## src/rtl/core/fwtm_pkg.sv

```systemverilog
// shared types and constants for the fifo with type-matched dequeue
// no dependencies; imported by fwtm_cell and the top level
package fwtm_pkg;

    localparam int TAG_W  = 16;
    localparam int TYPE_W = 3;
    localparam int OCC_W  = 5;

    // operation codes carried in the request
    typedef enum logic [1:0] {
        OP_PUSH     = 2'd0,
        OP_POP      = 2'd1,
        OP_TYPE_POP = 2'd2,
        OP_NOP      = 2'd3
    } fwtm_op_t;

    // status codes carried in the result
    typedef enum logic [1:0] {
        STAT_DONE    = 2'd0,
        STAT_FULL    = 2'd1,
        STAT_EMPTY   = 2'd2,
        STAT_NOMATCH = 2'd3
    } fwtm_status_t;

    typedef enum logic {
        ST_IDLE,
        ST_EXEC
    } fwtm_state_t;

    typedef struct packed {
        fwtm_op_t            op;
        logic [TAG_W-1:0]    item_tag;
        logic [TYPE_W-1:0]   item_type;
    } fwtm_in_t;

    typedef struct packed {
        fwtm_status_t        status;
        logic [TAG_W-1:0]    removed_tag;
        logic [TYPE_W-1:0]   removed_type;
        logic [OCC_W-1:0]    occupancy;
        logic                front_valid;
        logic [TAG_W-1:0]    front_tag;
    } fwtm_out_t;

    // one queue entry as held in a cell
    typedef struct packed {
        logic [TAG_W-1:0]    tag;
        logic [TYPE_W-1:0]   kind;
    } fwtm_entry_t;

    // per-cell control from the sequencer
    typedef struct packed {
        logic                load;
        logic                remove;
        logic                pop_any;
    } fwtm_cell_ctrl_t;

endpackage

```

## src/rtl/core/fwtm_cell.sv

```systemverilog
// one slot of the compacting queue: holds an entry, compares its type,
// and shifts in its right neighbor when an entry at or before it leaves
// depends on fwtm_pkg
module fwtm_cell (
    input  logic                      clk,
    input  fwtm_pkg::fwtm_cell_ctrl_t ctrl,
    input  logic                      occupied,
    input  logic [fwtm_pkg::TYPE_W-1:0] key_type,
    input  fwtm_pkg::fwtm_entry_t     load_data,
    input  fwtm_pkg::fwtm_entry_t     next_in,
    input  logic                      seen_in,
    output logic                      seen_out,
    input  fwtm_pkg::fwtm_entry_t     removed_in,
    output fwtm_pkg::fwtm_entry_t     removed_out,
    output fwtm_pkg::fwtm_entry_t     entry
);
    import fwtm_pkg::*;

    fwtm_entry_t entry_reg;
    logic        match;
    logic        take;

    // type compare; a plain pop matches any occupied slot
    assign match = occupied & (ctrl.pop_any | (entry_reg.kind == key_type));
    assign take  = match & ~seen_in;

    // first-match chain and removed-entry chain toward the rear
    assign seen_out    = seen_in | match;
    assign removed_out = removed_in | (take ? entry_reg : '0);
    assign entry       = entry_reg;

    // load on push, close the gap on removal
    always_ff @(posedge clk)
    begin
        if (ctrl.load)
        begin
            entry_reg <= load_data;
        end
        else if (ctrl.remove && seen_out)
        begin
            entry_reg <= next_in;
        end
    end

endmodule

```

## src/rtl/core/fifo_with_type_match_dequeue_unit.sv

```systemverilog
// top level of the fifo with type-matched dequeue: sequencer, count and
// result register around a row of fwtm_cell slots
// depends on fwtm_pkg and fwtm_cell
//
// usage
//   request channel: drive req and raise start; the transfer happens at a
//   rising edge with start high and busy low. ops are push at rear, pop
//   front, pop oldest entry of a type, and a no-op code.
//   result channel: done is high for exactly one cycle with result valid;
//   the result must be taken in that cycle, there is no back-pressure.
// sequence
//   a request is executed in the cycle after its transfer (busy high),
//   and its result shows in the cycle after that with done. the next
//   request can transfer while that result is shown. the registered
//   request is followed by the type compare, first-match chain and
//   compaction across the cells, all done in the execute cycle.
// reset
//   rst_n clears the entry count, the sequencer and done; slot contents
//   are left as they are and are never read before being written.
module fifo_with_type_match_dequeue_unit #(
    parameter int DEPTH = 16
) (
    input  logic               clk,
    input  logic               rst_n,
    input  logic               start,
    output logic               busy,
    input  fwtm_pkg::fwtm_in_t req,
    output logic               done,
    output fwtm_pkg::fwtm_out_t result
);
    import fwtm_pkg::*;

    localparam int CNT_W = $clog2(DEPTH + 1);

    fwtm_state_t     state_reg, state_next;
    fwtm_in_t        req_reg, req_next;
    logic [CNT_W-1:0] count_reg, count_next;
    logic            done_reg, done_next;
    fwtm_out_t       result_reg, result_next;

    fwtm_cell_ctrl_t ctrl [DEPTH];
    logic            occupied [DEPTH];
    logic            seen [DEPTH+1];
    fwtm_entry_t     removed [DEPTH+1];
    fwtm_entry_t     entry [DEPTH];
    fwtm_entry_t     push_data;

    logic            exec;
    logic            full;
    logic            empty;
    logic            hit;
    logic            do_remove;
    logic            push_ok;

    assign exec      = (state_reg == ST_EXEC);
    assign full      = (count_reg == CNT_W'(DEPTH));
    assign empty     = (count_reg == '0);
    assign hit       = seen[DEPTH];
    assign do_remove = exec & ((req_reg.op == OP_POP) | (req_reg.op == OP_TYPE_POP));
    assign push_ok   = exec & (req_reg.op == OP_PUSH) & ~full;
    assign push_data.tag  = req_reg.item_tag;
    assign push_data.kind = req_reg.item_type;

    assign seen[0]    = 1'b0;
    assign removed[0] = '0;

    // row of slots, front at index 0
    for (genvar i = 0; i < DEPTH; i++)
    begin : g_cell
        fwtm_entry_t next_entry;

        if (i < DEPTH - 1)
        begin : g_mid
            assign next_entry = entry[i+1];
        end
        else
        begin : g_last
            assign next_entry = '0;
        end

        assign occupied[i]     = (CNT_W'(i) < count_reg);
        assign ctrl[i].load    = push_ok & (count_reg == CNT_W'(i));
        assign ctrl[i].remove  = do_remove;
        assign ctrl[i].pop_any = (req_reg.op == OP_POP);

        fwtm_cell u_cell (
            .clk         (clk),
            .ctrl        (ctrl[i]),
            .occupied    (occupied[i]),
            .key_type    (req_reg.item_type),
            .load_data   (push_data),
            .next_in     (next_entry),
            .seen_in     (seen[i]),
            .seen_out    (seen[i+1]),
            .removed_in  (removed[i]),
            .removed_out (removed[i+1]),
            .entry       (entry[i])
        );
    end

    // sequencer, count and result
    always_comb
    begin
        fwtm_status_t     stat;
        logic [TAG_W-1:0] front;

        state_next  = state_reg;
        req_next    = req_reg;
        count_next  = count_reg;
        done_next   = 1'b0;
        result_next = result_reg;
        busy        = 1'b0;
        stat        = STAT_DONE;
        front       = '0;

        unique case (state_reg)
            ST_IDLE:
            begin
                if (start)
                begin
                    req_next   = req;
                    state_next = ST_EXEC;
                end
            end
            ST_EXEC:
            begin
                busy       = 1'b1;
                state_next = ST_IDLE;
                done_next  = 1'b1;

                unique case (req_reg.op)
                    OP_PUSH:
                    begin
                        if (full)
                            stat = STAT_FULL;
                        else
                            count_next = count_reg + CNT_W'(1);
                    end
                    OP_POP, OP_TYPE_POP:
                    begin
                        if (empty)
                            stat = STAT_EMPTY;
                        else if (hit)
                            count_next = count_reg - CNT_W'(1);
                        else
                            stat = STAT_NOMATCH;
                    end
                    OP_NOP:
                    begin
                        stat = STAT_DONE;
                    end
                    default:
                    begin
                        stat = STAT_DONE;
                    end
                endcase

                // front entry after the operation
                priority if (do_remove && seen[1])
                    front = entry[1].tag;
                else if (push_ok && empty)
                    front = req_reg.item_tag;
                else
                    front = entry[0].tag;

                result_next.status       = stat;
                result_next.removed_tag  = (do_remove && hit) ? removed[DEPTH].tag : '0;
                result_next.removed_type = (do_remove && hit) ? removed[DEPTH].kind : '0;
                result_next.occupancy    = OCC_W'(count_next);
                result_next.front_valid  = (count_next != '0);
                result_next.front_tag    = (count_next != '0) ? front : '0;
            end
            default:
            begin
                state_next = ST_IDLE;
            end
        endcase
    end

    always_ff @(posedge clk or negedge rst_n)
    begin
        if (!rst_n)
        begin
            state_reg <= ST_IDLE;
            count_reg <= '0;
            done_reg  <= 1'b0;
        end
        else
        begin
            state_reg <= state_next;
            count_reg <= count_next;
            done_reg  <= done_next;
        end
    end

    // payload registers
    always_ff @(posedge clk)
    begin
        req_reg    <= req_next;
        result_reg <= result_next;
    end

    assign done   = done_reg;
    assign result = result_reg;

    // checks
    a_exec_gives_result: assert property (@(posedge clk) disable iff (!rst_n)
        state_reg == ST_EXEC |=> done)
        else $error("execute cycle not followed by a result");

    a_count_bounded: assert property (@(posedge clk) disable iff (!rst_n)
        count_reg <= CNT_W'(DEPTH))
        else $error("entry count above depth");

    a_accept_goes_busy: assert property (@(posedge clk) disable iff (!rst_n)
        start && !busy |=> busy)
        else $error("transfer not followed by execute");

    a_front_matches_count: assert property (@(posedge clk) disable iff (!rst_n)
        done |-> (result.front_valid == (count_reg != '0)))
        else $error("front valid disagrees with entry count");

endmodule
```

## config.mk

```make
export PLATFORM = sky130hd
export DESIGN_NAME = fifo_with_type_match_dequeue_unit
export DESIGN_NICKNAME = d
export VERILOG_FILES = /design/src/rtl/core/fwtm_pkg.sv /design/src/rtl/core/fwtm_cell.sv /design/src/rtl/core/fifo_with_type_match_dequeue_unit.sv
export SDC_FILE = /design/constraint.sdc
export NUM_CORES = 1
export LEC_CHECK = 0
export BUFFER_PORTS_ARGS = -buffer_cell sky130_fd_sc_hd__buf_2
export CAP_MARGIN = 20
export CORE_AREA = 2 2 255 257
export DETAILED_ROUTE_END_ITERATION = 10
export DIE_AREA = 0 0 257 259
export GPL_TIMING_DRIVEN = 1
export HOLD_SLACK_MARGIN = 0.15
export PLACE_DENSITY = 0.43
export SLEW_MARGIN = 20
export SYNTH_ARGS = -nofsm -noshare
export SYNTH_HDL_FRONTEND = slang
export SYNTH_SLANG_ARGS = --single-unit
```

## constraint.sdc

```tcl
create_clock -name clk -period 13 [get_ports clk]
set_input_delay 0.65 -clock clk [delete_from_list [all_inputs] [get_ports clk]]
set_output_delay 0.65 -clock clk [all_outputs]
set_load 0.01 [all_outputs]
```

Word level (Yosys, flattened, before mapping) --
Index checks and enable logic that the tools add are counted.
Cells by class: $add $sub $neg 2, $lt $le $gt $ge 16, equal/unequal tests 35, muxes and demuxes 62, bitwise gates (word level) 114, reductions and logical operators 38
Operators by type and width (count):
- 19-bit 2-to-1 mux | 48
- 19-bit OR | 15
- 1-bit bitwise AND | 50
- 3-bit equality test | 16
- 5-bit by 4-bit equality test with 1-bit output (second input constant) | 8
- 4-bit by 5-bit less-than comparator with 1-bit output (first input constant) | 8
- 16-bit 2-to-1 mux | 2
- 1-bit OR | 32
- 2-bit nonzero test | 16
- 5-bit by 3-bit equality test with 1-bit output (second input constant) | 4
- 3-bit by 5-bit less-than comparator with 1-bit output (first input constant) | 4
- 5-bit 2-to-1 mux | 4
- 1-bit logical AND | 17
- 1-bit NOT | 17
- 5-bit by 2-bit equality test with 1-bit output (second input constant) | 2
- 1-bit by 5-bit less-than comparator with 1-bit output (first input constant) | 2
- 2-bit by 5-bit less-than comparator with 1-bit output (first input constant) | 2
- 5-bit case mux with 2 select lines | 1
- 2-bit case mux with 3 select lines | 1
- 5-bit by 1-bit adder with 5-bit output (second input constant) | 1
- 5-bit by 1-bit equality test with 1-bit output (second input constant) | 1
- 5-bit equality test (second input constant) | 1
- 5-bit logical NOT | 1
- 5-bit nonzero test | 1
- 9 further kinds | 13
Word-level totals: flip-flop bits (word level) 375, bits of input ports 24, output and inout port bits 45, logic and storage cells 311

Longest topological paths before layout --
depth in word-level cells 23, depth in mapped cells 14, gate-level depth less buffers 11

Hierarchy --
From an unflattened synthesis, not the netlist that was laid out.
Unflattened totals: cells, all modules 2092, area, all modules 24892.6 um^2
Modules (own cells, without submodules):
- fwtm_cell | times used 16, cells an instance 113, area each 1331.3 um^2, seq. area each 570.5 um^2
- fifo_with_type_match_dequeue_unit | times used 1, cells an instance 284, area each 3592.2 um^2, seq. area each 2097.0 um^2

Least setup slack after synthesis --
Ideal clock, no wire load.
path kind register to register, from register count_reg[1], to register g_cell[14].u_cell.entry_reg, in the netlist g_cell[14].u_cell.entry[0] (enable), library setup time 421 ps, data arrival time 3745 ps, data required time 12579 ps, slack 8834 ps, stages on the path, launching flop included 12, buffers on the path 2, period minus slack after synthesis 4166 ps, path through dfrtp_1 clkbuf_1 inv_1 ha_1 o21bai_1 a2111oi_0 a21oi_1 nand4b_1 or4_1 buf_2 nor2_1 o21ai_0
Between the ends: cells in the longest elaborated chain, start to end 18, elaborated cells between the ends (all ways) 51, those cells by class 15 x order compare; 2 x eq/ne; 32 x bitwise; 2 x reduce/logical
Ends and longest elaborated chain:
- start, declared | line fifo_with_type_match_dequeue_unit.sv:37 | logic [CNT_W-1:0] count_reg, count_next;
- start signal, assigned | line fifo_with_type_match_dequeue_unit.sv:191 | count_reg <= count_next;
- 1-bit by 5-bit less-than comparator with 1-bit output | line fifo_with_type_match_dequeue_unit.sv:81 | assign occupied[i] = (CNT_W'(i) < count_reg);
- 1-bit bitwise AND | line fwtm_cell.sv:24 | assign match = occupied & (ctrl.pop_any | (entry_reg.kind == key_type));
- 1-bit OR (14 in a row) | line fwtm_cell.sv:28 | assign seen_out = seen_in | match;
- 1-bit logical AND | line fwtm_cell.sv:39 | else if (ctrl.remove && seen_out)
- 2-bit nonzero test (no line) *
- end signal, assigned | line fwtm_cell.sv:37 | entry_reg <= load_data;
- end signal, assigned | line fwtm_cell.sv:41 | entry_reg <= next_in;
- end, declared | line fwtm_cell.sv:19 | fwtm_entry_t entry_reg;
Mark *: on every way between the ends. The rest lies on a longest branch, timed or not. A chain may end at the register's enable or synchronous reset.

Final worst setup path --
from register count_reg[1], to register result_reg, in the netlist result[1], data pin
Between the ends: cells in the longest elaborated chain, start to end 22, elaborated cells between the ends (all ways) 63, those cells by class 2 x add/sub; 16 x order compare; 1 x eq/ne; 7 x mux; 33 x bitwise; 4 x reduce/logical
Ends and longest elaborated chain:
- 1-bit by 5-bit less-than comparator with 1-bit output | line fifo_with_type_match_dequeue_unit.sv:81
- 1-bit bitwise AND | line fwtm_cell.sv:24
- 1-bit OR (15 in a row) | line fwtm_cell.sv:28
- 5-bit 2-to-1 mux | line fifo_with_type_match_dequeue_unit.sv:143 | else if (hit)
- 5-bit 2-to-1 mux | line fifo_with_type_match_dequeue_unit.sv:141 | if (empty)
- 5-bit case mux with 2 select lines | line fifo_with_type_match_dequeue_unit.sv:131 | unique case (req_reg.op)
- 5-bit 2-to-1 mux | line fifo_with_type_match_dequeue_unit.sv:116 | unique case (state_reg)
- 5-bit nonzero test | line fifo_with_type_match_dequeue_unit.sv:171 | result_next.front_tag = (count_next != '0) ? front : '0;
- end signal, assigned | line fifo_with_type_match_dequeue_unit.sv:200 | result_reg <= result_next;
- end, declared | line fifo_with_type_match_dequeue_unit.sv:39 | fwtm_out_t result_reg, result_next;
Several ways; a longest one is shown, not always the timed one. The select of a mux whose other input is x is not followed.

==> reports/qor.txt <==
status - completed
design area - 21660 um^2
Starting Density - 29.59%
Synth Flop Type - edfxtp_1
max reg flops - 304
number of synthesized flops with an enable pin - 368
PD cells - 159.2 nW/um^2
clk_lat worst skew - 0.59 ns
largest net degree at the start of global routing - 36
initial drt markers - 1109
dpl ws - 8.322 ns
DR DRC count - 0
DR vias - 12360
critical path launch point type - flip-flop
post-synthesis sequential area ratio - 59.39%
final design utilization - 33.91%
NetSw - 1.065 mW
Sink Count - 375
Max Root-Sink Buffers - 3
Core Footprint - 63880 um^2
most common cell after layout, fill and taps aside - edfxtp_1
most frequent cells in the layout - edfxtp_1 (368), mux2_2 (267), nand2_1 (122), buf_2 (68), a21oi_1 (51)
worst min path class - primary input to flip-flop
Relative slew margins - 24.56%
RSZ-0062 raised after global routing - no
clk slew on worst S/H paths - 0.06 ns
width of the chip - 257 um
largest family of logic cells by synthesized area - multiplexers
Net Count, Synth - 1444
first-pass iteration count of the detailed router - 6
CP max FO - 21
min Tclk post-route - 4.679 ns
initial antenna violation count - 0
count of cell types in the netlist - 68
top cell type's share of synthesized area - 58.46%
Comb power frac - 19.5%
max capacitance violation total - 0
H-tree levels - 2
Pint - 2.383 mW
vias in the first global route - 12640
cell row count - 93
Placer Congestion - 0.8183
Antenna Nets Post-Route - 0
CTS Hold Buffers Added - 1
VDD IR max - 0.00008014 V
Leak - 7.268 nW
gr ovfl total - 0
Post-Syn Area - 18900 um^2
Synth Area in Adders - 0.5296%
Setup crit start - count_reg[1]$_DFFE_PN0P_
Final Hold Vio Count - 0
type of destination of the critical path - flip-flop
clock root buffer master - clkbuf_16
die area - 66560 um^2
Simple-Gate Fraction of Synth Area - 8.850%
Clock power frac - 35.6%
WL final - 58390 um
compound-gate portion of the synthesized area - 10.11%
Syn Area/Cell - 13.39 um^2
Post-CTS Setup Repair Bufs - 0
R2R Path Start - count_reg[1]$_DFFE_PN0P_
xor/xnor share of the synthesized area - 2.224%
fin worst setup slack - 8.321 ns
IO Count - 69
post-detail-place hpwl - 37360 um
Syn Inst Count - 1412
part of the power in registers - 44.9%
total power - 3.448 mW
setup TNS - 0 ns
Slew @ Worst Pin - 1.132 ns
gr usage total - 17.47%
Hold Path Origin - req[11]
Final period util - 35.99%
setup violators final - 0
Num CTS Buffers - 44
post-synthesis mux area share - 16.01%
CTS tree - done
placed cell area - 20220 um^2
PortBufs - 68
global-route wire length before repair - 87620 um
yosys warns - 0
Fmax - 213.7 MHz
# resized after CTS - 0
Seq cells post-synth - 375
Crit Path Category - flip-flop to flip-flop
Post-Route Skew - 0.03100 ns
ys async rst share - 1.867%
max-slew violation count - 0
vias per cell - 5.293
sw frac - 30.89%
worst endpoint data arrival time - 4.95 ns
share of cells above drive strength 1 - 32.18%
fin nets - 1476
area growth from synthesis to layout - 14.61%
Required @ worst endpoint - 13.27 ns
DIE HEIGHT - 259 um
WL/cell - 25.00 um
leading post-synthesis cells by cell area - edfxtp_1 (58%), mux2_2 (16%), nand2_1 (2.4%)
area leader, netlist - edfxtp_1
per-stage QoR:
| step | std cells | hold WS (ns) |
|---|---|---|
| floorplan | 1412 | 0.3544 |
| global placement | 2249 | 0.5080 |
| detailed placement | 2250 | 0.5109 |
| CTS | 2332 | 0.1963 |
| global route | 2334 | 0.2005 |
| finish | 2335 | 0.2365 |
synth_stat cells (14+ instances only):
cell / n
edfxtp_1: 368
mux2_2: 267
nand2_1: 123
clkbuf_1: 97
a21oi_1: 51
nor2_1: 43
a31oi_1: 40
a221oi_1: 39
nand3_1: 32
a222oi_1: 31
xnor2_1: 25
xor2_1: 23
and3_1: 22
a22oi_1: 21
nand4_1: 20
or3_1: 19
a21boi_0: 14
logic make-up after synthesis:
family | after synthesis
flops | 375
simple gates | 321
mux | 269
compound gates | 260
buf+inv | 131
xor+xnor | 48
fa+ha+maj | 8
power by group through the flow:
stage | Sequential, mW | Combinational (mW) | Clock [mW]
2_1_floorplan | 1.52 | 0.452 | 0
3_3_place_gp | 1.57 | 0.661 | 0
3_5_place_dp | 1.57 | 0.668 | 0
4_1_cts | 1.55 | 0.673 | 1.26
5_1_grt | 1.56 | 0.733 | 1.31
6_report | 1.55 | 0.672 | 1.23
worst max-delay path, cell delays in order, from the launching register on:
cell     delay [ns]
dfrtp_1        0.60
and2_1         0.63
o21ai_0        0.38
a21oi_1        0.21
or4b_1         0.68
or4_1          0.66
and4_1         0.28
nor3_4         0.71
a31oi_1        0.18
final cells by class:
| cell class | count | area [um^2] |
|---|---|---|
| fill | 6254 | 42220 |
| sequential | 375 | 11230 |
| multi-input combinational | 906 | 7276 |
| clock buffer | 58 | 1185 |
| tap | 855 | 1070 |
| timing repair buffer | 106 | 645.6 |
| clock inverter | 23 | 214.0 |
| inverter | 11 | 41.29 |
| antenna | 1 | 2.502 |
metal layers:
| layer | global-route usage [%] | wire (um) |
|---|---|---|
| met5 | 0 | 0 |
| met4 | 4.280 | 1015 |
| met3 | 2.929 | 3028 |
| met2 | 28.35 | 27250 |
| met1 | 24.29 | 27090 |
worst paths after layout:
path / to / slack, ns / depth (start not counted)
hold / removal: push_data[11]$_DFFE_PP_ / 0.24 / 1
min in group asynchronous: done$_DFF_PN0_ / 0.46 / 2
setup reg to reg: result[1]$_SDFFCE_PN0P_ / 8.32 / 8
hold reg to reg: g_cell[4].u_cell.entry[4]$_DFFE_PP_ / 0.56 / 1
max in group asynchronous: exec$_DFF_PN0_ / 12.33 / 2
setup / recovery: result[1]$_SDFFCE_PN0P_ / 8.32 / 8
Note: power is estimated with default switching activity, not from simulation.
